File: src/rtl/xlb_pkg.sv
// shared constants, command and status types for the xor linear basis block
package xlb_pkg;

    localparam int TOP_BIT    = 30;
    localparam int ROW_COUNT  = TOP_BIT + 1;
    localparam int VEC_W      = TOP_BIT + 1;
    localparam int IDX_W      = (ROW_COUNT > 1) ? $clog2(ROW_COUNT) : 1;
    localparam int RANK_W     = $clog2(ROW_COUNT + 1);
    localparam int IN_VEC_W   = 31;
    localparam int MAX_XOR_W  = 31;
    localparam int RANK_OUT_W = 5;

    localparam logic ACT_INSERT = 1'b0;
    localparam logic ACT_CLEAR  = 1'b1;

    typedef logic [VEC_W-1:0]  t_vec;
    typedef logic [IDX_W-1:0]  t_idx;
    typedef logic [RANK_W-1:0] t_rank;

    typedef struct packed {
        logic load;
        logic clear;
        logic step;
        logic commit;
        logic emit;
    } t_cmd;

    typedef struct packed {
        logic last;
    } t_sts;

endpackage

File: src/rtl/xlb_in_if.sv
// input channel: valid, ready and one item
interface xlb_in_if;
    logic                         valid;
    logic                         ready;
    logic                         action;
    logic [xlb_pkg::IN_VEC_W-1:0] vector_value;

    modport source (output valid, output action, output vector_value, input ready);
    modport sink (input valid, input action, input vector_value, output ready);
endinterface

File: src/rtl/xlb_out_if.sv
// output channel: valid, ready and one result
interface xlb_out_if;
    logic                           valid;
    logic                           ready;
    logic [xlb_pkg::MAX_XOR_W-1:0]  max_xor;
    logic                           added_row;
    logic [xlb_pkg::RANK_OUT_W-1:0] rank_now;

    modport source (output valid, output max_xor, output added_row, output rank_now,
                    input ready);
    modport sink (input valid, input max_xor, input added_row, input rank_now,
                  output ready);
endinterface

File: src/rtl/xlb_ctrl.sv
// sequencing state machine and handshake control for the basis datapath
module xlb_ctrl (
    input  logic          i_clk,
    input  logic          i_rst_n,
    input  logic          i_in_valid,
    input  logic          i_in_action,
    output logic          o_in_ready,
    output logic          o_out_valid,
    input  logic          i_out_ready,
    output xlb_pkg::t_cmd o_cmd,
    input  xlb_pkg::t_sts i_sts
);

    typedef enum logic [3:0] {
        S_IDLE   = 4'b0001,
        S_WALK   = 4'b0010,
        S_UPDATE = 4'b0100,
        S_DONE   = 4'b1000
    } t_state;

    t_state r_state, n_state;
    logic   r_out_valid, n_out_valid;
    logic   w_in_xfer;
    logic   w_out_free;

    assign o_in_ready  = (r_state == S_IDLE);
    assign o_out_valid = r_out_valid;
    assign w_in_xfer   = i_in_valid && o_in_ready;
    assign w_out_free  = !r_out_valid || i_out_ready;

    always_comb begin
        n_state      = r_state;
        o_cmd        = '0;
        unique case (r_state)
            S_IDLE: begin
                if (w_in_xfer) begin
                    o_cmd.load = 1'b1;
                    if (i_in_action == xlb_pkg::ACT_CLEAR) begin
                        o_cmd.clear = 1'b1;
                        n_state     = S_DONE;
                    end else begin
                        n_state = S_WALK;
                    end
                end
            end
            S_WALK: begin
                o_cmd.step = 1'b1;
                if (i_sts.last) begin
                    n_state = S_UPDATE;
                end
            end
            S_UPDATE: begin
                o_cmd.commit = 1'b1;
                n_state      = S_DONE;
            end
            S_DONE: begin
                if (w_out_free) begin
                    o_cmd.emit = 1'b1;
                    n_state    = S_IDLE;
                end
            end
            default: begin
                n_state = S_IDLE;
            end
        endcase
    end

    always_comb begin
        n_out_valid = r_out_valid;
        if (o_cmd.emit) begin
            n_out_valid = 1'b1;
        end else if (r_out_valid && i_out_ready) begin
            n_out_valid = 1'b0;
        end
    end

    always_ff @(posedge i_clk) begin
        if (!i_rst_n) begin
            r_state     <= S_IDLE;
            r_out_valid <= 1'b0;
        end else begin
            r_state     <= n_state;
            r_out_valid <= n_out_valid;
        end
    end

    a_walk_ends: assert property (@(posedge i_clk) disable iff (!i_rst_n)
        (r_state == S_WALK && i_sts.last) |=> (r_state == S_UPDATE))
        else $error("walk did not end in update");

    a_emit_free: assert property (@(posedge i_clk) disable iff (!i_rst_n)
        o_cmd.emit |-> (!r_out_valid || i_out_ready))
        else $error("result overwritten before transfer");

    a_emit_valid: assert property (@(posedge i_clk) disable iff (!i_rst_n)
        o_cmd.emit |=> (r_out_valid && r_state == S_IDLE))
        else $error("emitted result not presented");

endmodule

File: src/rtl/xlb_dpath.sv
// basis rows, reduction walk, row update and result registers
module xlb_dpath (
    input  logic                           i_clk,
    input  logic                           i_rst_n,
    input  xlb_pkg::t_cmd                  i_cmd,
    input  logic [xlb_pkg::IN_VEC_W-1:0]   i_vector_value,
    output xlb_pkg::t_sts                  o_sts,
    output logic [xlb_pkg::MAX_XOR_W-1:0]  o_max_xor,
    output logic                           o_added_row,
    output logic [xlb_pkg::RANK_OUT_W-1:0] o_rank_now
);

    xlb_pkg::t_vec  r_rows [xlb_pkg::ROW_COUNT];
    xlb_pkg::t_vec  n_rows [xlb_pkg::ROW_COUNT];
    xlb_pkg::t_vec  r_vec, n_vec;
    xlb_pkg::t_vec  r_acc, n_acc;
    xlb_pkg::t_rank r_rank, n_rank;
    xlb_pkg::t_idx  r_j, n_j;
    xlb_pkg::t_idx  r_pivot, n_pivot;
    logic           r_found, n_found;
    xlb_pkg::t_vec  w_row_j;
    logic           w_col_par;

    logic [xlb_pkg::MAX_XOR_W-1:0]  r_out_max;
    logic                           r_out_added;
    logic [xlb_pkg::RANK_OUT_W-1:0] r_out_rank;

    assign w_row_j   = r_rows[r_j];
    assign o_sts.last = (r_j == '0);

    always_comb begin
        w_col_par = 1'b0;
        for (int k = 0; k < xlb_pkg::ROW_COUNT; k++) begin
            w_col_par = w_col_par ^ r_rows[k][r_pivot];
        end
    end

    always_comb begin
        n_vec   = r_vec;
        n_j     = r_j;
        n_pivot = r_pivot;
        n_found = r_found;
        n_acc   = r_acc;
        n_rank  = r_rank;
        for (int k = 0; k < xlb_pkg::ROW_COUNT; k++) begin
            n_rows[k] = r_rows[k];
        end

        if (i_cmd.load) begin
            n_vec   = xlb_pkg::VEC_W'(i_vector_value);
            n_j     = xlb_pkg::IDX_W'(xlb_pkg::TOP_BIT);
            n_found = 1'b0;
        end

        if (i_cmd.clear) begin
            n_acc  = '0;
            n_rank = '0;
            for (int k = 0; k < xlb_pkg::ROW_COUNT; k++) begin
                n_rows[k] = '0;
            end
        end

        if (i_cmd.step) begin
            if (r_vec[r_j]) begin
                if (w_row_j != '0) begin
                    n_vec = r_vec ^ w_row_j;
                end else if (!r_found) begin
                    n_found = 1'b1;
                    n_pivot = r_j;
                end
            end
            if (r_j != '0) begin
                n_j = r_j - xlb_pkg::IDX_W'(1);
            end
        end

        if (i_cmd.commit && r_found) begin
            // higher rows holding the new pivot bit absorb the new row
            for (int k = 0; k < xlb_pkg::ROW_COUNT; k++) begin
                if (r_rows[k][r_pivot]) begin
                    n_rows[k] = r_rows[k] ^ r_vec;
                end
            end
            n_rows[r_pivot] = r_vec;
            n_acc  = w_col_par ? r_acc : (r_acc ^ r_vec);
            n_rank = r_rank + xlb_pkg::RANK_W'(1);
        end
    end

    always_ff @(posedge i_clk) begin
        if (!i_rst_n) begin
            r_acc   <= '0;
            r_rank  <= '0;
            r_found <= 1'b0;
            for (int k = 0; k < xlb_pkg::ROW_COUNT; k++) begin
                r_rows[k] <= '0;
            end
        end else begin
            r_acc   <= n_acc;
            r_rank  <= n_rank;
            r_found <= n_found;
            for (int k = 0; k < xlb_pkg::ROW_COUNT; k++) begin
                r_rows[k] <= n_rows[k];
            end
        end
    end

    always_ff @(posedge i_clk) begin
        r_vec   <= n_vec;
        r_j     <= n_j;
        r_pivot <= n_pivot;
        if (i_cmd.emit) begin
            r_out_max   <= xlb_pkg::MAX_XOR_W'(r_acc);
            r_out_added <= r_found;
            r_out_rank  <= xlb_pkg::RANK_OUT_W'(r_rank);
        end
    end

    assign o_max_xor   = r_out_max;
    assign o_added_row = r_out_added;
    assign o_rank_now  = r_out_rank;

    a_rank_bound: assert property (@(posedge i_clk) disable iff (!i_rst_n)
        r_rank <= xlb_pkg::RANK_W'(xlb_pkg::ROW_COUNT))
        else $error("rank beyond row count");

endmodule

File: src/rtl/xor_linear_basis_top.sv
// top level of the xor linear basis: controller, datapath and channel wiring
// an insert is walked and committed before its result is registered; a clear skips both
// the reduction walk visits one basis row per cycle, top bit down, then an update state
// no new item is taken until the previous one has moved into the output register
// a finished result waits in an output register while the next item is taken
// synchronous active-low reset empties the basis and drops any pending result
module xor_linear_basis_top (
    input  logic      i_clk,
    input  logic      i_rst_n,
    xlb_in_if.sink    i_in,
    xlb_out_if.source o_out
);

    xlb_pkg::t_cmd w_cmd;
    xlb_pkg::t_sts w_sts;

    xlb_ctrl u_ctrl (
        .i_clk       (i_clk),
        .i_rst_n     (i_rst_n),
        .i_in_valid  (i_in.valid),
        .i_in_action (i_in.action),
        .o_in_ready  (i_in.ready),
        .o_out_valid (o_out.valid),
        .i_out_ready (o_out.ready),
        .o_cmd       (w_cmd),
        .i_sts       (w_sts)
    );

    xlb_dpath u_dpath (
        .i_clk          (i_clk),
        .i_rst_n        (i_rst_n),
        .i_cmd          (w_cmd),
        .i_vector_value (i_in.vector_value),
        .o_sts          (w_sts),
        .o_max_xor      (o_out.max_xor),
        .o_added_row    (o_out.added_row),
        .o_rank_now     (o_out.rank_now)
    );

endmodule
File: src/flat_wrapper.sv
// flat-port wrapper written by rule: the top's interface ports become plain ports
module xor_linear_basis_top_flat 
  (i_clk, i_rst_n, i_in_valid, i_in_action, i_in_vector_value, i_in_ready, o_out_valid, o_out_max_xor, o_out_added_row, o_out_rank_now, o_out_ready);
  xlb_in_if i_in_i ();
  xlb_out_if o_out_i ();
  input  logic i_clk;
  input  logic i_rst_n;
  input wire logic [$bits(i_in_i.valid)-1:0] i_in_valid;
  input wire logic [$bits(i_in_i.action)-1:0] i_in_action;
  input wire logic [$bits(i_in_i.vector_value)-1:0] i_in_vector_value;
  output wire logic [$bits(i_in_i.ready)-1:0] i_in_ready;
  output wire logic [$bits(o_out_i.valid)-1:0] o_out_valid;
  output wire logic [$bits(o_out_i.max_xor)-1:0] o_out_max_xor;
  output wire logic [$bits(o_out_i.added_row)-1:0] o_out_added_row;
  output wire logic [$bits(o_out_i.rank_now)-1:0] o_out_rank_now;
  input wire logic [$bits(o_out_i.ready)-1:0] o_out_ready;
  assign i_in_i.valid = i_in_valid;
  assign i_in_i.action = i_in_action;
  assign i_in_i.vector_value = i_in_vector_value;
  assign i_in_ready = i_in_i.ready;
  assign o_out_valid = o_out_i.valid;
  assign o_out_max_xor = o_out_i.max_xor;
  assign o_out_added_row = o_out_i.added_row;
  assign o_out_rank_now = o_out_i.rank_now;
  assign o_out_i.ready = o_out_ready;
  xor_linear_basis_top u_core (.i_clk(i_clk), .i_rst_n(i_rst_n), .i_in(i_in_i), .o_out(o_out_i));
endmodule
File: config.mk
export PLATFORM = sky130hd
export DESIGN_NAME = xor_linear_basis_top_flat
export DESIGN_NICKNAME = d
export VERILOG_FILES = /design/src/rtl/xlb_pkg.sv /design/src/rtl/xlb_in_if.sv /design/src/rtl/xlb_out_if.sv /design/src/rtl/xlb_ctrl.sv /design/src/rtl/xlb_dpath.sv /design/src/rtl/xor_linear_basis_top.sv /design/src/flat_wrapper.sv
export SDC_FILE = /design/constraint.sdc
export NUM_CORES = 2
export LEC_CHECK = 0
export BUFFER_PORTS_ARGS = -buffer_cell sky130_fd_sc_hd__buf_2
export CORE_MARGIN = 3
export CORE_UTILIZATION = 40
export CTS_CLUSTER_DIAMETER = 80
export DETAILED_ROUTE_END_ITERATION = 8
export HOLD_SLACK_MARGIN = 0.05
export PLACE_DENSITY = 0.66
export SLEW_MARGIN = 0
export SYNTH_ARGS = -nofsm -noshare
export SYNTH_HDL_FRONTEND = slang
export SYNTH_SLANG_ARGS = --single-unit
File: constraint.sdc
create_clock -name i_clk -period 7.8 [get_ports i_clk]
set_clock_uncertainty 0.05 [all_clocks]
set_input_delay 0 -clock i_clk [delete_from_list [all_inputs] [get_ports i_clk]]
set_output_delay 0 -clock i_clk [all_outputs]
set_load 0.05 [all_outputs]
# Word-level counts from Yosys, hierarchy flattened
# Memories as Yosys holds them, arrays and structs flattened. A register that Yosys moved wholly into a read port is not among the register bits.
# Cells that the tools add are included.
# word_totals
elab_cells,332
inputBits,36
output_inout_bits,39
mem_bits_ro,0
latchBits,0
ff_bits,120
mem_count,1
ramBits,961
# memory_table
name,depth,width,rd,rd_ports_with_merged_regs,wr,line_no,source
u_core.u_dpath.r_rows,31,31,32,1,31,xlb_dpath.sv:13,xlb_pkg::t_vec r_rows [xlb_pkg::ROW_COUNT];
# op_classes
eq_ne,8
n_reduce_logical,14
mux,195
div_mod_pow,0
shifts,0
bitwise,97
add_sub_neg,2
n_lt_le_gt_ge,4
mul,0
# op_table
cell,n
31-bit two-way mux,101
961-bit two-way mux,2
31-bit XOR,33
961-bit bitwise mux,1
1-bit binary-select mux with 5-bit select,32
31-bit demux with 5-bit select,1
1-bit two-way mux,46
1-bit bitwise OR,31
31-bit nonzero test,1
1-bit XOR,30
5-bit two-way mux,5
4-bit two-way mux,4
4-bit case mux with 4 select lines,1
"5-bit by 6-bit less-than comparator with 1-bit output, second input constant",2
"6-bit greater-or-equal comparator, second input constant",1
"6-bit by 1-bit less-than comparator with 1-bit output, second input constant",1
"2-bit inequality test, second input constant",3
5-bit NOT with 6-bit output,1
"5-bit by 1-bit adder with 5-bit output, second input constant",1
5-bit logical NOT,1
5-bit nonzero test,1
"5-bit by 1-bit subtractor with 5-bit output, second input constant",1
"4-bit by 1-bit == test with 1-bit output, second input constant",1
"4-bit by 2-bit == test with 1-bit output, second input constant",1
other kinds (12),18

# Depth between registers and ports, before layout
# depth
word_depth,34
ltp_mapped,18
depth_no_buf,11

# Hierarchy
# From an unflattened synthesis, not the netlist that was laid out.
# hier_totals
cells_unflattened,9254
area_unflattened_um2,74258.7
# by_module_without_submodules
module,area_per_inst_um2,seq_area_each_um2,cells_per_inst,n_inst
xlb_dpath,73975.9,21961.1,9226,1
xlb_ctrl,282.8,100.1,28,1

# Worst setup path after synthesis
# No wires, ideal clock.
# synth_path
kind,reg2reg
from,register u_core.u_ctrl.r_state[0]
to,memory u_core.u_dpath.r_rows[3][25] in the netlist's numbering
required_time_ps,7632
path_buffers,3
setup_slack_ps,3851
setup_time_ps,118
synth_period_minus_slack_ps,3949
t_arrival_ps,3781
stages_incl_launch_ff,10
cell_sequence,dfxtp_1 nor4b_1 nand3_1 clkbuf_1 and2_1 clkbuf_1 buf_1 a22o_1 a32oi_1 nor2b_1
# synth_rtl
element,line_no,source
from (decl),xlb_ctrl.sv:21,"t_state r_state, n_state;"
from (signal assigned),xlb_ctrl.sv:82,r_state <= n_state;
to (decl),xlb_dpath.sv:13,

# Final worst setup path
# layout_path
from,register u_core.u_dpath.r_pivot[4]
to,register u_core.u_dpath.r_acc[29]
# layout_between
elab_chain_cells,34
word_cells_on_any_way,94
classes_between,eq/ne: 1; mux: 62; bitwise: 30; reduce/logical: 1
# layout_rtl
element,line_no,source
from (decl),xlb_dpath.sv:19,"xlb_pkg::t_idx r_pivot, n_pivot;"
from (signal assigned),xlb_dpath.sv:111,r_pivot <= n_pivot;
1-bit binary-select mux with 5-bit select,xlb_dpath.sv:34,w_col_par = w_col_par ^ r_rows[k][r_pivot];
1-bit two-way mux (not written as such),xlb_dpath.sv:34,
1-bit XOR (29 in series),xlb_dpath.sv:34,
1-bit XOR *,xlb_dpath.sv:34,
2-bit inequality test (no source line) *,-,
2-bit AND reduction (no source line) *,-,
to (signal assigned),xlb_dpath.sv:99,r_acc <= n_acc;
to (decl),xlb_dpath.sv:16,"xlb_pkg::t_vec r_acc, n_acc;"
# Every way passes the cells marked *; elsewhere a longest branch is shown, timed or not. The select of a mux whose other input is x is not followed.
# A chain may end at the register's enable or synchronous reset.

==> results.txt <==
Global routing consumed, on the met3 layer, 11.2% of the routing resources. The final standard cell count with taps included and fillers excluded is 11000. The synthesized netlist cell count came out at 9109. The count of instances resized after the clock tree is built came out at 0. The starting density of the core came out at 40.5%. For this run the aggregate overflow at the end of global routing stands at 0.

Detailed placement ended at an HPWL of 210000 um. The synthesized design spends more area on one cell type than any other, namely dfxtp_1. The final setup slack of the worst path is 1470 ps. The sum of routed wire length over all layers is 346000 um.

The per-cell via count in the routed design came out at 7.44. The first-pass GRT wire length is 502000 um. The count of final hold-check violations came to 0.

The largest stage delay on the critical path came out at 1000 ps. In this run, synthesis inferred 42 flip-flops with an integrated enable. TritonCTS built the clock tree.

The die area came out at 198000 um2. The achievable frequency came out at 158 MHz. The startpoint-to-endpoint class of the critical path is reg -> reg.

The internal cell power came out at 9.82 mW. Counting flops and latches in the post-synthesis netlist gives 1081. The total placed cells including tap cells is 10600. The slack of the worst reg-to-reg path is 1470 ps. The number of antenna violations at the first check in global routing is 17.

The die width came out at 445 um. The net count of the mapped netlist came out at 9147. The leakage dissipation came out at 26.2 nW.

The worst ir drop on vdd is 271 uV. In the post-synthesis netlist, the biggest area contributors are dfxtp_1 27%, o21ai_0 13%, a22o_1 11%, a32oi_1 11%, nor2b_1 7.9%. The slowest cell on the critical path is or4b_2. The count of max-cap constraint violations came out at 0. The layout net count came out at 8358.

At the placement stage, the worst setup path has a slack of 1800 ps. The number of iterations in the first detailed-routing pass is 9. Counting the buffers created by CTS gives 136. The critical path's top delay family is simple AND/OR/NAND/NOR gates. For this run, the leading register cell type out of synthesis is dfxtp_1.

Following the worst setup path forward leads to its endpoint at u_core.u_dpath.r_acc[29]. The maximum fanout count along the critical path came out at 24. The fraction of the yosys area taken by sequential cells is 28.6%. The number of placement rows came out at 160. The mapped cell area is 77300 um2.

The clock latency of the later-clocked register in the worst-skew pair came out at 830 ps. The worst setup path is captured at a flop. In this run the number of cells on the critical path is 13. The fraction of power spent switching nets is 33.5%. The number of distinct library cells after synthesis came out at 61.

The core box area came out at 191000 um2. The critical register-to-register path startpoint is u_core.u_dpath.r_pivot[4]. The portion of total power attributed to combinational logic came out at 13.2%. The die span in y came out at 445 um. By instance count, the cell type seen most on the critical path is buf_4.

The pin count of the biggest net entering global routing is 286. The worst register-to-register path has a depth of 13. Clock tree synthesis selected as its root buffer the cell clkbuf_16. For met1 alone, demand over resource in global routing was 43.0%. The global routing met2 resource utilization came out at 46.2%. The clock power share is 44.1%. The sequential cell fraction of total power came out at 42.6%. The maximum root-to-sink buffer count came out at 3.

The fraction of registers with async set/reset came out at 0%. For the pin with the worst max-slew slack, the measured transition is 1710 ps. The detail route stage leaves a number of antenna-violating nets equal to 0.

The area added between synthesis and finish came out at 7.74%. The post-route setup TNS is 0 ps. In this run the power density over the cells is 177 nW/um2. For the worst setup path, the data required time is 8490 ps. In the post-synthesis netlist, the cell with the most instances is o21ai_0. The count of buffer and inverter cells on the critical path came out at 2. The run finished, with violations left.

Setup repair after global routing left no endpoint under its margin. The number of endpoints failing setup at the final stage is 0. The starting DRC count in detailed routing is 14100. The post-detailed-route wirelength per cell came out at 31.6 um. Input and output buffers added on the ports amount to 74. The DRC violation count after routing came out at 0. The power after layout is 14.8 mW.

The layer flagged by global routing as most heavily used is met2. The min-delay analysis places its worst path in the category in -> reg. The global-route usage over all layers is 32.9%.

The power spent charging and discharging nets came out at 4.95 mW. The clock-pin slew on the worst setup and hold paths came out at 60 ps. In this run the critical register-to-register path is captured at u_core.u_dpath.r_acc[29]. The number of slew-limit violations in the final report was 126.

The shortest clock period the worst path allows after layout is 6330 ps. The via count came out at 81500. The critical path starts at u_core.u_dpath.r_pivot[4]. The arrival time reported for the critical path endpoint came out at 7020 ps. The top cell type's share of synthesized area is 26.9%. The final critical path takes up 81.1% of the cycle. During synthesis, Yosys emitted a total of 0 warnings. The final reports fail on slew limit.

The I/O pin count is 75. In this run the tightest slew margin relative to its limit is -13.7%. By count the netlist is led by 1982 x o21ai_0, 1076 x clkbuf_1, 1039 x dfxtp_1. The ratio of cells with drive above 1 in the final layout came out at 10.2%. STA classifies the critical path startpoint as a flop. The signal on the critical path passes through or4b_2 > buf_4 > o22ai_1 > nor4_1 > o21ai_0 > nor4_4 > xor2_1 > xnor2_1 > xnor3_1 > xnor2_2 > and2_1 > buf_4 > a41o_1. The number of sinks on the clock net came out at 1081.

The via count of the first global-routing pass came to 73200. Averaged over all synthesized cells, the footprint is 8.48 um2. The CTS H-tree depth is 4. The routability congestion estimate from global placement is 1.02.
==> power by group through the flow <==
stage | clock network [mW] | registers [mW] | logic, mW
after floorplan | 0 | 5.76 | 1.33
after global placement | 0 | 6.35 | 1.77
after detailed placement | 0 | 6.36 | 1.79
after CTS | 6.53 | 6.24 | 1.84
after global routing | 6.74 | 6.27 | 1.95
final | 6.52 | 6.30 | 1.95
==> worst register-to-register path: cells and delay by family (launching register included) <==
kind / cells / cell delay [ps]
xor gates and xnor gates: 4 / 1390
DFF: 1 / 970
and+or+nand+nor: 4 / 2390
AOI/OAI and AO/OA: 3 / 660
buffers and inverters: 2 / 770
==> flip-flops by register name (all words and copies together), names as in the netlist <==
register and count:
u_core.u_dpath.r_rows 961, u_core.u_ctrl.o_out_valid 1, u_core.u_dpath.r_pivot 5, u_core.u_dpath.o_rank_now 5, u_core.u_dpath.r_rank 5, u_core.u_ctrl.r_state 4, u_core.u_dpath.o_max_xor 31, u_core.u_dpath.r_acc 31
u_core.u_dpath.o_added_row 1, u_core.u_dpath.r_found 1, u_core.u_dpath.r_j 5, u_core.u_dpath.r_vec 31
==> layout by cell type (no fill, tap or decap), types with 33 or more instances in the layout <==
| cell | Yosys | routed |
|---|---|---|
| mux2i_1 | 473 | 472 |
| o21ai_0 | 1982 | 1982 |
| mux4_2 | 236 | 236 |
| o22ai_1 | 210 | 210 |
| dlygate4sd3_1 | 0 | 100 |
| dfxtp_1 | 1039 | 1004 |
| inv_1 | 55 | 55 |
| a32oi_1 | 961 | 961 |
| clkbuf_16 | 0 | 139 |
| nand3_1 | 36 | 35 |
| a21oi_1 | 95 | 95 |
| nand2_1 | 133 | 133 |
| a22oi_1 | 117 | 117 |
| nor2b_1 | 976 | 972 |
| a22o_1 | 966 | 966 |
| edfxtp_1 | 42 | 42 |
| dfxtp_4 | 0 | 33 |
| buf_4 | 41 | 202 |
| nor2_1 | 70 | 44 |
| buf_2 | 106 | 73 |
| nor4_1 | 46 | 46 |
==> kinds of logic after synthesis <==
family | share of synthesized area (%)
AO/OA/AOI/OAI | 39.5
XOR/XNOR | 0.387
adder cells (fa/ha/maj) | 0.0324
buffers and inverters | 7.22
flip-flops | 28.6
multiplexers | 13.3
AND/OR/NAND/NOR | 11.0
==> cell type report <==
class                      count  area [um2]
tap                         2511        3140
timing repair buffer         396        3300
antenna                       16        40.0
sequential                  1081       22200
inverter                      55         206
multi-input combinational   6650       49900
fill                       18300      108000
clock buffer                 195        3940
clock inverter                52         527
==> through the flow <==
stage | utilization (%) | instance area (um2) | hold WS, ps
CTS | 43.6 | 83200 | 101
floorplan | - | 77300 | 89.3
global placement | 40.7 | 77700 | 193
finish | 43.6 | 83200 | 128
detailed placement | 40.7 | 77700 | 205
global route | 43.6 | 83200 | 138
==> worst min path at each step <==
stage,startpoint,to,slack [ps],depth (start not counted)
after global routing,i_in_action,u_core.u_ctrl.r_state[1],140,4
after CTS,i_in_action,u_core.u_ctrl.r_state[1],100,4
final,i_in_action,u_core.u_ctrl.r_state[1],130,4
after global placement,i_in_vector_value[6],u_core.u_dpath.r_vec[6],190,3
after floorplan,i_in_vector_value[18],u_core.u_dpath.r_vec[18],90,1
after detailed placement,i_in_vector_value[4],u_core.u_dpath.r_vec[4],210,3
==> repair_timing <==
action                                 4_1_cts  5_1_grt
hold buffers                               100        0
setup buffers                                0        0
endpoints found under the hold margin      165        0
setup endpoints to repair                    0        0
==> metal layers <==
| layer | share of wire, % | vias to the layer above | routed length [um] |
|---|---|---|---|
| met5 | 0.032 | - | 110 |
| met4 | 7.3 | 16 | 25200 |
| met3 | 14 | 1229 | 48400 |
| met2 | 41 | 6114 | 142000 |
| met1 | 38 | 40000 | 131000 |
| li1 | - | 34100 | - |
Note: power is estimated with default switching activity, not from simulation.
